## config.mk

```make
export PLATFORM = sky130hd
export DESIGN_NAME = otp_white_balance_gain_core
export DESIGN_NICKNAME = d
export VERILOG_FILES = /design/src/design/wbg_pkg.sv /design/src/design/otp_white_balance_gain_core.sv
export VERILOG_INCLUDE_DIRS = /design/src /design/src/design
export SDC_FILE = /design/constraint.sdc
export NUM_CORES = 2
export LEC_CHECK = 0
export BUFFER_PORTS_ARGS = -buffer_cell sky130_fd_sc_hd__buf_2
export CAP_MARGIN = 15
export CORE_UTILIZATION = 60
export CTS_CLUSTER_DIAMETER = 50
export CTS_CLUSTER_SIZE = 8
export DETAILED_ROUTE_END_ITERATION = 6
export GPL_TIMING_DRIVEN = 0
export PLACE_DENSITY = 0.73
export SETUP_SLACK_MARGIN = 0.15
export SYNTH_ARGS = -nofsm -noshare
export SYNTH_HDL_FRONTEND = slang
export SYNTH_SLANG_ARGS = --single-unit
```

## constraint.sdc

```tcl
create_clock -name clock -period 5.82 [get_ports clock]
set_input_delay 0.291 -clock clock [delete_from_list [all_inputs] [get_ports clock]]
set_output_delay 0.291 -clock clock [all_outputs]
set_load 0.02 [all_outputs]
```

## src/design/assert_macros.svh

```systemverilog
// assertion macros used by the gain pipeline core
`ifndef ASSERT_MACROS_SVH
`define ASSERT_MACROS_SVH

// antecedent implies consequent in the same cycle
`define ASSERT_IMPLIES(label, clk, rst, ante, cons) \
   label: assert property (@(posedge clk) disable iff (rst) (ante) |-> (cons)) \
      else $error("assertion failed");

// antecedent implies consequent in the next cycle
`define ASSERT_NEXT(label, clk, rst, ante, cons) \
   label: assert property (@(posedge clk) disable iff (rst) (ante) |=> (cons)) \
      else $error("assertion failed");

`endif

```

## src/design/wbg_pkg.sv

```systemverilog
// constants of the white balance gain pipeline
`timescale 1ns / 1ps
`default_nettype none
package wbg_pkg;
   localparam int unsigned GAIN_SCALE    = 1000;
   localparam int unsigned UNITY_GAIN    = 1024;
   localparam int unsigned GOLDEN_OFFSET = 512;
   localparam int unsigned DIV1_STEPS    = 20;
   localparam int unsigned DIV2_STEPS    = 16;
   localparam int unsigned LATENCY       = 42;
   localparam int unsigned LANES         = 3;

   // register indexes
   localparam logic [1:0] REG_RG_TYPICAL = 2'd0;
   localparam logic [1:0] REG_BG_TYPICAL = 2'd1;
   localparam logic [1:0] REG_GOLDEN_RG  = 2'd2;
   localparam logic [1:0] REG_GOLDEN_BG  = 2'd3;
endpackage
`default_nettype wire

```

## src/design/otp_white_balance_gain_core.sv

```systemverilog
// white balance gain pipeline top level
//
// Usage: drive a calibration record on the req_ ports and pulse start; the
// block is never busy, so a record is taken at every clock edge with start
// high. The record flows through a 42 stage pipeline: join and golden
// multiply, ratio and numerator, a 20 step restoring divider (typical*1000 /
// ratio, two lanes), base selection, a saturation check, then a 16 step
// divider with three lanes (0x400*gain / base). Each record gives one beat on
// the rsp_ ports, marked by rsp_valid for one cycle. Throughput is one record
// per clock, set by the one-bit-per-stage divider chains. The receiver cannot
// stall; the pipeline always advances.
// Configuration (csr_) is written whenever csr_write_enable is high and
// should change only while no records are in flight. Synchronous reset
// clears the pipeline valid bits and restores the register defaults
// (typical ratios 256, golden flags off). A zero ratio or zero base sets
// rsp_divide_error and forces all gains and write flags to zero.
`timescale 1ns / 1ps
`default_nettype none
`include "assert_macros.svh"
module otp_white_balance_gain_core (
   input  wire logic        clock,
   input  wire logic        reset,
   input  wire logic        start,
   output logic             busy,
   input  wire logic [7:0]  req_rg_high_byte,
   input  wire logic [7:0]  req_bg_high_byte,
   input  wire logic [7:0]  req_rg_adjust_high_byte,
   input  wire logic [7:0]  req_bg_adjust_high_byte,
   input  wire logic [7:0]  req_low_bits_byte,
   output logic             rsp_valid,
   output logic [15:0]      rsp_red_gain,
   output logic [15:0]      rsp_green_gain,
   output logic [15:0]      rsp_blue_gain,
   output logic             rsp_red_write,
   output logic             rsp_green_write,
   output logic             rsp_blue_write,
   output logic             rsp_divide_error,
   input  wire logic        csr_write_enable,
   input  wire logic [1:0]  csr_index,
   input  wire logic [9:0]  csr_write_data
);
   localparam int unsigned D1 = wbg_pkg::DIV1_STEPS;
   localparam int unsigned D2 = wbg_pkg::DIV2_STEPS;
   localparam int unsigned NL = wbg_pkg::LANES;

   // configuration registers
   logic [9:0] rg_typical_ff, bg_typical_ff;
   logic       golden_rg_ff, golden_bg_ff;

   always_ff @(posedge clock) begin
      if (reset) begin
         rg_typical_ff <= 10'd256;
         bg_typical_ff <= 10'd256;
         golden_rg_ff  <= 1'b0;
         golden_bg_ff  <= 1'b0;
      end else if (csr_write_enable) begin
         case (csr_index)
            wbg_pkg::REG_RG_TYPICAL: rg_typical_ff <= csr_write_data;
            wbg_pkg::REG_BG_TYPICAL: bg_typical_ff <= csr_write_data;
            wbg_pkg::REG_GOLDEN_RG:  golden_rg_ff  <= csr_write_data[0];
            wbg_pkg::REG_GOLDEN_BG:  golden_bg_ff  <= csr_write_data[0];
            default: ;
         endcase
      end
   end

   assign busy = 1'b0;

   // stage 0: join the 10 bit fields
   logic       v0_ff;
   logic [9:0] rg_ff, bg_ff, rgadj_ff, bgadj_ff;

   always_ff @(posedge clock) begin
      if (reset) v0_ff <= 1'b0;
      else       v0_ff <= start;
   end

   always_ff @(posedge clock) begin
      rg_ff    <= {req_rg_high_byte, req_low_bits_byte[7:6]};
      bg_ff    <= {req_bg_high_byte, req_low_bits_byte[5:4]};
      rgadj_ff <= {req_rg_adjust_high_byte, req_low_bits_byte[3:2]};
      bgadj_ff <= {req_bg_adjust_high_byte, req_low_bits_byte[1:0]};
   end

   // stage 1: golden scaling product
   logic        v1_ff;
   logic [20:0] prod_r_ff, prod_b_ff, prod_r_in, prod_b_in;

   always_comb begin
      prod_r_in = golden_rg_ff
         ? 21'(rg_ff) * (21'(rgadj_ff) + 21'(wbg_pkg::GOLDEN_OFFSET))
         : {1'b0, rg_ff, 10'd0};
      prod_b_in = golden_bg_ff
         ? 21'(bg_ff) * (21'(bgadj_ff) + 21'(wbg_pkg::GOLDEN_OFFSET))
         : {1'b0, bg_ff, 10'd0};
   end

   always_ff @(posedge clock) begin
      if (reset) v1_ff <= 1'b0;
      else       v1_ff <= v0_ff;
   end

   always_ff @(posedge clock) begin
      prod_r_ff <= prod_r_in;
      prod_b_ff <= prod_b_in;
   end

   // first divider: typical*1000 / ratio, one quotient bit per stage
   logic        d1_v_ff   [0:D1];
   logic        d1_err_ff [0:D1];
   logic [10:0] d1_rem_ff [0:D1][0:1];
   logic [19:0] d1_num_ff [0:D1][0:1];
   logic [10:0] d1_div_ff [0:D1][0:1];

   // stage 2: ratios, numerators and zero ratio check
   always_ff @(posedge clock) begin
      if (reset) d1_v_ff[0] <= 1'b0;
      else       d1_v_ff[0] <= v1_ff;
   end

   always_ff @(posedge clock) begin
      d1_div_ff[0][0] <= prod_r_ff[20:10];
      d1_div_ff[0][1] <= prod_b_ff[20:10];
      d1_rem_ff[0][0] <= 11'd0;
      d1_rem_ff[0][1] <= 11'd0;
      d1_num_ff[0][0] <= 20'(rg_typical_ff) * 20'(wbg_pkg::GAIN_SCALE);
      d1_num_ff[0][1] <= 20'(bg_typical_ff) * 20'(wbg_pkg::GAIN_SCALE);
      d1_err_ff[0]    <= (prod_r_ff[20:10] == 11'd0) || (prod_b_ff[20:10] == 11'd0);
   end

   for (genvar k = 0; k < D1; k++) begin : g_div1
      always_ff @(posedge clock) begin
         if (reset) d1_v_ff[k+1] <= 1'b0;
         else       d1_v_ff[k+1] <= d1_v_ff[k];
      end
      always_ff @(posedge clock) begin
         d1_err_ff[k+1] <= d1_err_ff[k];
      end
      for (genvar l = 0; l < 2; l++) begin : g_lane
         logic [11:0] trial_in, diff_in;
         logic        ge_in;
         always_comb begin
            trial_in = {d1_rem_ff[k][l], d1_num_ff[k][l][19]};
            diff_in  = trial_in - {1'b0, d1_div_ff[k][l]};
            ge_in    = trial_in >= {1'b0, d1_div_ff[k][l]};
         end
         always_ff @(posedge clock) begin
            d1_div_ff[k+1][l] <= d1_div_ff[k][l];
            d1_rem_ff[k+1][l] <= ge_in ? diff_in[10:0] : trial_in[10:0];
            d1_num_ff[k+1][l] <= {d1_num_ff[k][l][18:0], ge_in};
         end
      end
   end

   // base selection
   logic        bs_v_ff, bs_err_ff;
   logic [19:0] bs_rgain_ff, bs_bgain_ff;
   logic [9:0]  bs_base_ff, base_in;
   logic [19:0] qr, qb, min_in;
   logic        below_in;

   always_comb begin
      qr       = d1_num_ff[D1][0];
      qb       = d1_num_ff[D1][1];
      below_in = (qr < 20'(wbg_pkg::GAIN_SCALE)) || (qb < 20'(wbg_pkg::GAIN_SCALE));
      min_in   = (qr < qb) ? qr : qb;
      base_in  = below_in ? min_in[9:0] : 10'(wbg_pkg::GAIN_SCALE);
   end

   always_ff @(posedge clock) begin
      if (reset) bs_v_ff <= 1'b0;
      else       bs_v_ff <= d1_v_ff[D1];
   end

   always_ff @(posedge clock) begin
      bs_rgain_ff <= qr;
      bs_bgain_ff <= qb;
      bs_base_ff  <= base_in;
      bs_err_ff   <= d1_err_ff[D1] || (base_in == 10'd0);
   end

   // second divider: 0x400*gain / base, saturation found up front
   logic        d2_v_ff   [0:D2];
   logic        d2_err_ff [0:D2];
   logic [9:0]  d2_base_ff[0:D2];
   logic [9:0]  d2_rem_ff [0:D2][0:NL-1];
   logic [15:0] d2_num_ff [0:D2][0:NL-1];
   logic        d2_sat_ff [0:D2][0:NL-1];
   logic [29:0] n_in [0:NL-1];

   always_comb begin
      n_in[0] = {bs_rgain_ff, 10'd0};
      n_in[1] = {20'(wbg_pkg::GAIN_SCALE), 10'd0};
      n_in[2] = {bs_bgain_ff, 10'd0};
   end

   always_ff @(posedge clock) begin
      if (reset) d2_v_ff[0] <= 1'b0;
      else       d2_v_ff[0] <= bs_v_ff;
   end

   always_ff @(posedge clock) begin
      d2_err_ff[0]  <= bs_err_ff;
      d2_base_ff[0] <= bs_base_ff;
   end

   for (genvar l = 0; l < NL; l++) begin : g_sat
      always_ff @(posedge clock) begin
         d2_sat_ff[0][l] <= n_in[l][29:16] >= {4'd0, bs_base_ff};
         d2_rem_ff[0][l] <= n_in[l][25:16];
         d2_num_ff[0][l] <= n_in[l][15:0];
      end
   end

   for (genvar k = 0; k < D2; k++) begin : g_div2
      always_ff @(posedge clock) begin
         if (reset) d2_v_ff[k+1] <= 1'b0;
         else       d2_v_ff[k+1] <= d2_v_ff[k];
      end
      always_ff @(posedge clock) begin
         d2_err_ff[k+1]  <= d2_err_ff[k];
         d2_base_ff[k+1] <= d2_base_ff[k];
      end
      for (genvar l = 0; l < NL; l++) begin : g_lane
         logic [10:0] trial_in, diff_in;
         logic        ge_in;
         always_comb begin
            trial_in = {d2_rem_ff[k][l], d2_num_ff[k][l][15]};
            diff_in  = trial_in - {1'b0, d2_base_ff[k]};
            ge_in    = trial_in >= {1'b0, d2_base_ff[k]};
         end
         always_ff @(posedge clock) begin
            d2_sat_ff[k+1][l] <= d2_sat_ff[k][l];
            d2_rem_ff[k+1][l] <= ge_in ? diff_in[9:0] : trial_in[9:0];
            d2_num_ff[k+1][l] <= {d2_num_ff[k][l][14:0], ge_in};
         end
      end
   end

   // output beat: saturate, flag and clear on error
   logic [15:0] gain_in [0:NL-1];
   logic        err_out;

   always_comb begin
      err_out = d2_err_ff[D2];
      for (int l = 0; l < NL; l++) begin
         gain_in[l] = err_out ? 16'd0
                    : (d2_sat_ff[D2][l] ? 16'hFFFF : d2_num_ff[D2][l]);
      end
   end

   always_ff @(posedge clock) begin
      if (reset) rsp_valid <= 1'b0;
      else       rsp_valid <= d2_v_ff[D2];
   end

   always_ff @(posedge clock) begin
      rsp_red_gain     <= gain_in[0];
      rsp_green_gain   <= gain_in[1];
      rsp_blue_gain    <= gain_in[2];
      rsp_red_write    <= gain_in[0] > 16'(wbg_pkg::UNITY_GAIN);
      rsp_green_write  <= gain_in[1] > 16'(wbg_pkg::UNITY_GAIN);
      rsp_blue_write   <= gain_in[2] > 16'(wbg_pkg::UNITY_GAIN);
      rsp_divide_error <= err_out;
   end

   // checks
   `ASSERT_IMPLIES(a_latency, clock, reset, start, ##42 rsp_valid)
   `ASSERT_IMPLIES(a_err_zero, clock, reset, rsp_valid && rsp_divide_error,
      rsp_red_gain == 16'd0 && rsp_green_gain == 16'd0 && rsp_blue_gain == 16'd0)
   `ASSERT_IMPLIES(a_green_floor, clock, reset, rsp_valid && !rsp_divide_error,
      rsp_green_gain >= 16'h400)
   `ASSERT_NEXT(a_base_range, clock, reset, d1_v_ff[D1] && !d1_err_ff[D1],
      bs_err_ff || (bs_base_ff != 10'd0 && bs_base_ff <= 10'd1000))
endmodule
`default_nettype wire

```

==> out/results.ini <==
[finish]
fin_area_um2 = 136000
syn_to_final_growth_pct = 13.7
utilization_pct = 68.8
drive_gt1_share_pct = 12.4
layout.nets = 13000
fill_cells = 14500

[route]
ant_nets = 0
wirelength_um = 247000
wl_per_cell_um = 17.4
vias = 76800
drtIter0Drc = 3806
dr.pass1.iters = 5
drc_errors = 0
routed_via_density = 5.40

[flow_run]
cap_violations = 0

[logic_synthesis]
syn_area_per_cell_um2 = 11.0
synth_top_area_share_pct = 49.8
yosysMostFrequentCell = dfxtp_1
synth_commonest_cells = 2982 x dfxtp_1, 1155 x inv_1, 1112 x ha_1
ys_warn_count = 0
ys_ff_latch = 2982
ys_seq_area_share_pct = 49.8
synth_cell_types = 77
synthTopCellsByArea = dfxtp_1 50%, ha_1 12%, mux2_2 5.6%
synth_edf_count = 0
async_flop_share_pct = 0
synth_area_um2 = 120000
yosysTopAreaCell = dfxtp_1
netlist_instances = 10900
synth-main-ff-cell = dfxtp_1

[placement]
port_buffers = 107
dp_hpwl_um = 182000
placed_area_um2 = 124000
gp_congestion = 0.920

[worst_setup_path]
worstSetupEndpoint = prod_b_ff[14]$_DFF_P_
crit_path_max_fanout = 10
path_class = register to register
reg2reg_to = prod_b_ff[14]$_DFF_P_
end_kind = register
r2r_cells = 20
arrival_ns = 6.32
worstReg2RegStart = bg_ff[1]$_DFF_P_
cp.required_ns = 6.62
reg2reg_slack_ns = 0.30
cp-startpoint = bg_ff[1]$_DFF_P_
start_kind = register

[clock_tree]
clk_root_buffer_cell = clkbuf_16
cts_made_buffers = 434
cts_max_level = 5
clock_latency_ns = 0.98
clk_path_buf_depth = 4
cts_tree = done
clk_pin_slew_ns = 0.04
clock_sinks = 2982

[timing]
drv_slew = 0
hold_violations = 0
final.hold.worst_slack_ns = 0.144
final.period_utilization_pct = 94.8
skew_ns = 0.0740
max_slew_margin_pct = 16.6
worst_slew_pin_slew_ns = 1.23
rsz0062_at_grt = true
finalSetupViolations = 0
period_needed_ns = 5.52
fmax_mhz = 181

[global_routing]
grt_max_degree = 19
grt_pass1_vias = 79500
grt_overflow = 0
antenna_found_initial = 3
grt_usage_pct = 24.3
grt_pass1_wl_um = 402000

[power]
vdd_ir_drop_max_mv = 0.359
finalPower_mw = 80.0
pwr-share-comb_pct = 35.7
cellLeakagePower_nw = 61.2
p_sw_share_pct = 32.5
p_sw_mw = 26.0
pwr-share-clk_pct = 26.7
internal-power_mw = 54.1
p_seq_share_pct = 37.6
p_per_area_nw_per_um2 = 587

[die]
core_um2 = 198000
fp.dieW_um = 449
dieHeight_um = 449
start_util_pct = 60.6
die_area_um2 = 202000
ios = 110
num_rows = 163

[min_path]
hold_class = input port to register

[outcome]
outcome = finished, final reports clean

[cells by family (layout without fill, tap and decap cells)]
family	count (synthesis)	in the layout	synth area share [%]
AOI/OAI and AO/OA	1627	1627	8.79
xor gates and xnor gates	584	584	4.26
adders and majority gates	1390	1390	16.2
buffers and inverters	1267	1968	4.08
DFF	2982	2982	49.8
muxes	762	762	6.98
other	1	8	0.00313
and+or+nand+nor	2272	2272	9.85
[worst max-delay path, cell delays in order (launching register included)]
cell	delay [ns]
dfxtp_1	0.45
buf_6	0.19
nand2_1	0.08
fa_1	0.49
inv_1	0.05
fa_1	0.50
inv_1	0.05
fa_1	0.48
inv_1	0.06
fa_1	0.56
inv_1	0.07
fa_1	0.53
inv_1	0.05
ha_1	0.32
a21o_1	0.16
a21oi_1	0.19
o22a_2	0.24
a31oi_1	0.11
o21ai_1	0.21
mux2_2	0.36
a221o_1	0.26
[cell usage in the layout, fill, tap and decap left out, types with 105 or more instances in the layout]
| cell | count |
|---|---|
| buf_2 | 120 |
| a21oi_1 | 439 |
| nand2_1 | 328 |
| nand4_1 | 132 |
| nor2_1 | 602 |
| fa_1 | 278 |
| o21ai_0 | 466 |
| nor3_1 | 156 |
| ha_1 | 1112 |
| or3_1 | 135 |
| dfxtp_1 | 2982 |
| and2_1 | 163 |
| nor2b_1 | 274 |
| xnor2_1 | 479 |
| clkbuf_16 | 437 |
| inv_1 | 1155 |
| nand2b_1 | 135 |
| mux2i_1 | 164 |
| xor2_1 | 105 |
| mux2_2 | 593 |
[per-layer routing]
metal / track usage (%) / share of wire [%] / vias up
li1: - / - / 38100
met1: 30.2 / 44 / 36500
met2: 42.2 / 49 / 1641
met3: 3.51 / 3.9 / 557
met4: 9.83 / 3.6 / 0
met5: 0 / 0 / -
[per-stage QoR]
stage	setup WS (ns)	std cells	setup TNS (ns)
after floorplan	0.552	10900	0
after global placement	-0.0896	13600	-0.0896
after detailed placement	-0.108	13600	-0.151
after CTS	0.147	14200	0
after global routing	0.103	14200	0
final	0.301	14200	0
[state kept, by name, summed over array words and instances, names as in the netlist, 11 cells and up]
| signal | count |
|---|---|
| d1_v_ff | 21 |
| d2_v_ff | 17 |
| d1_num_ff | 726 |
| d1_rem_ff | 418 |
| d2_err_ff | 17 |
| rsp_blue_gain | 16 |
| d2_num_ff | 450 |
| rsp_red_gain | 16 |
| bs_bgain_ff | 20 |
| prod_r_ff | 11 |
| rsp_green_gain | 16 |
| bs_rgain_ff | 20 |
| d1_err_ff | 21 |
| d2_rem_ff | 470 |
| prod_b_ff | 11 |
| d2_base_ff | 160 |
| d1_div_ff | 440 |
| d2_sat_ff | 51 |
[worst min path at each step]
stage	endpoint	depth (start not counted)	from
6_report	v0_ff$_SDFF_PP0_	3	start
5_1_grt	v0_ff$_SDFF_PP0_	3	start
4_1_cts	v0_ff$_SDFF_PP0_	3	start
3_5_place_dp	d1_num_ff[0][153]$_DFF_P_	0	d1_num_ff[0][112]$_DFF_P_
3_3_place_gp	d2_num_ff[12][5]$_DFF_P_	0	d2_num_ff[11][4]$_DFF_P_
2_1_floorplan	d1_err_ff[0][1]$_DFF_P_	0	d1_err_ff[0][0]$_DFF_P_
[power by group through the flow]
stage	Combinational [mW]	Sequential (mW)	Clock [mW]
2_1_floorplan	22.4	29.1	0
3_3_place_gp	27.3	30.3	0
3_5_place_dp	28.0	30.4	0
4_1_cts	28.5	30.2	21.9
5_1_grt	31.7	30.7	22.8
6_report	28.5	30.1	21.4
[what timing repair did]
| action | in CTS | in global routing |
|---|---|---|
| hold buffers | 98 | 0 |
| pin swaps | 0 | 4 |
| endpoints found under the hold margin | 67 | 0 |
| buffers inserted | 0 | 2 |
| endpoints found under the setup margin | 6 | 11 |
| resized for setup | 24 | 48 |
[cell type report]
type,count,area (um^2),share of cell area [%]
tap,2640,3300,2.42
timing repair buffer,209,1540,1.13
inverter,1157,4340,3.19
multi-input combinational,6642,55400,40.6
buffer,110,629,0.462
antenna,1,2.50,0.00184
sequential,2982,59700,43.8
clock inverter,25,318,0.233
clock buffer,467,11100,8.16
(Power assumes the default switching activity.)
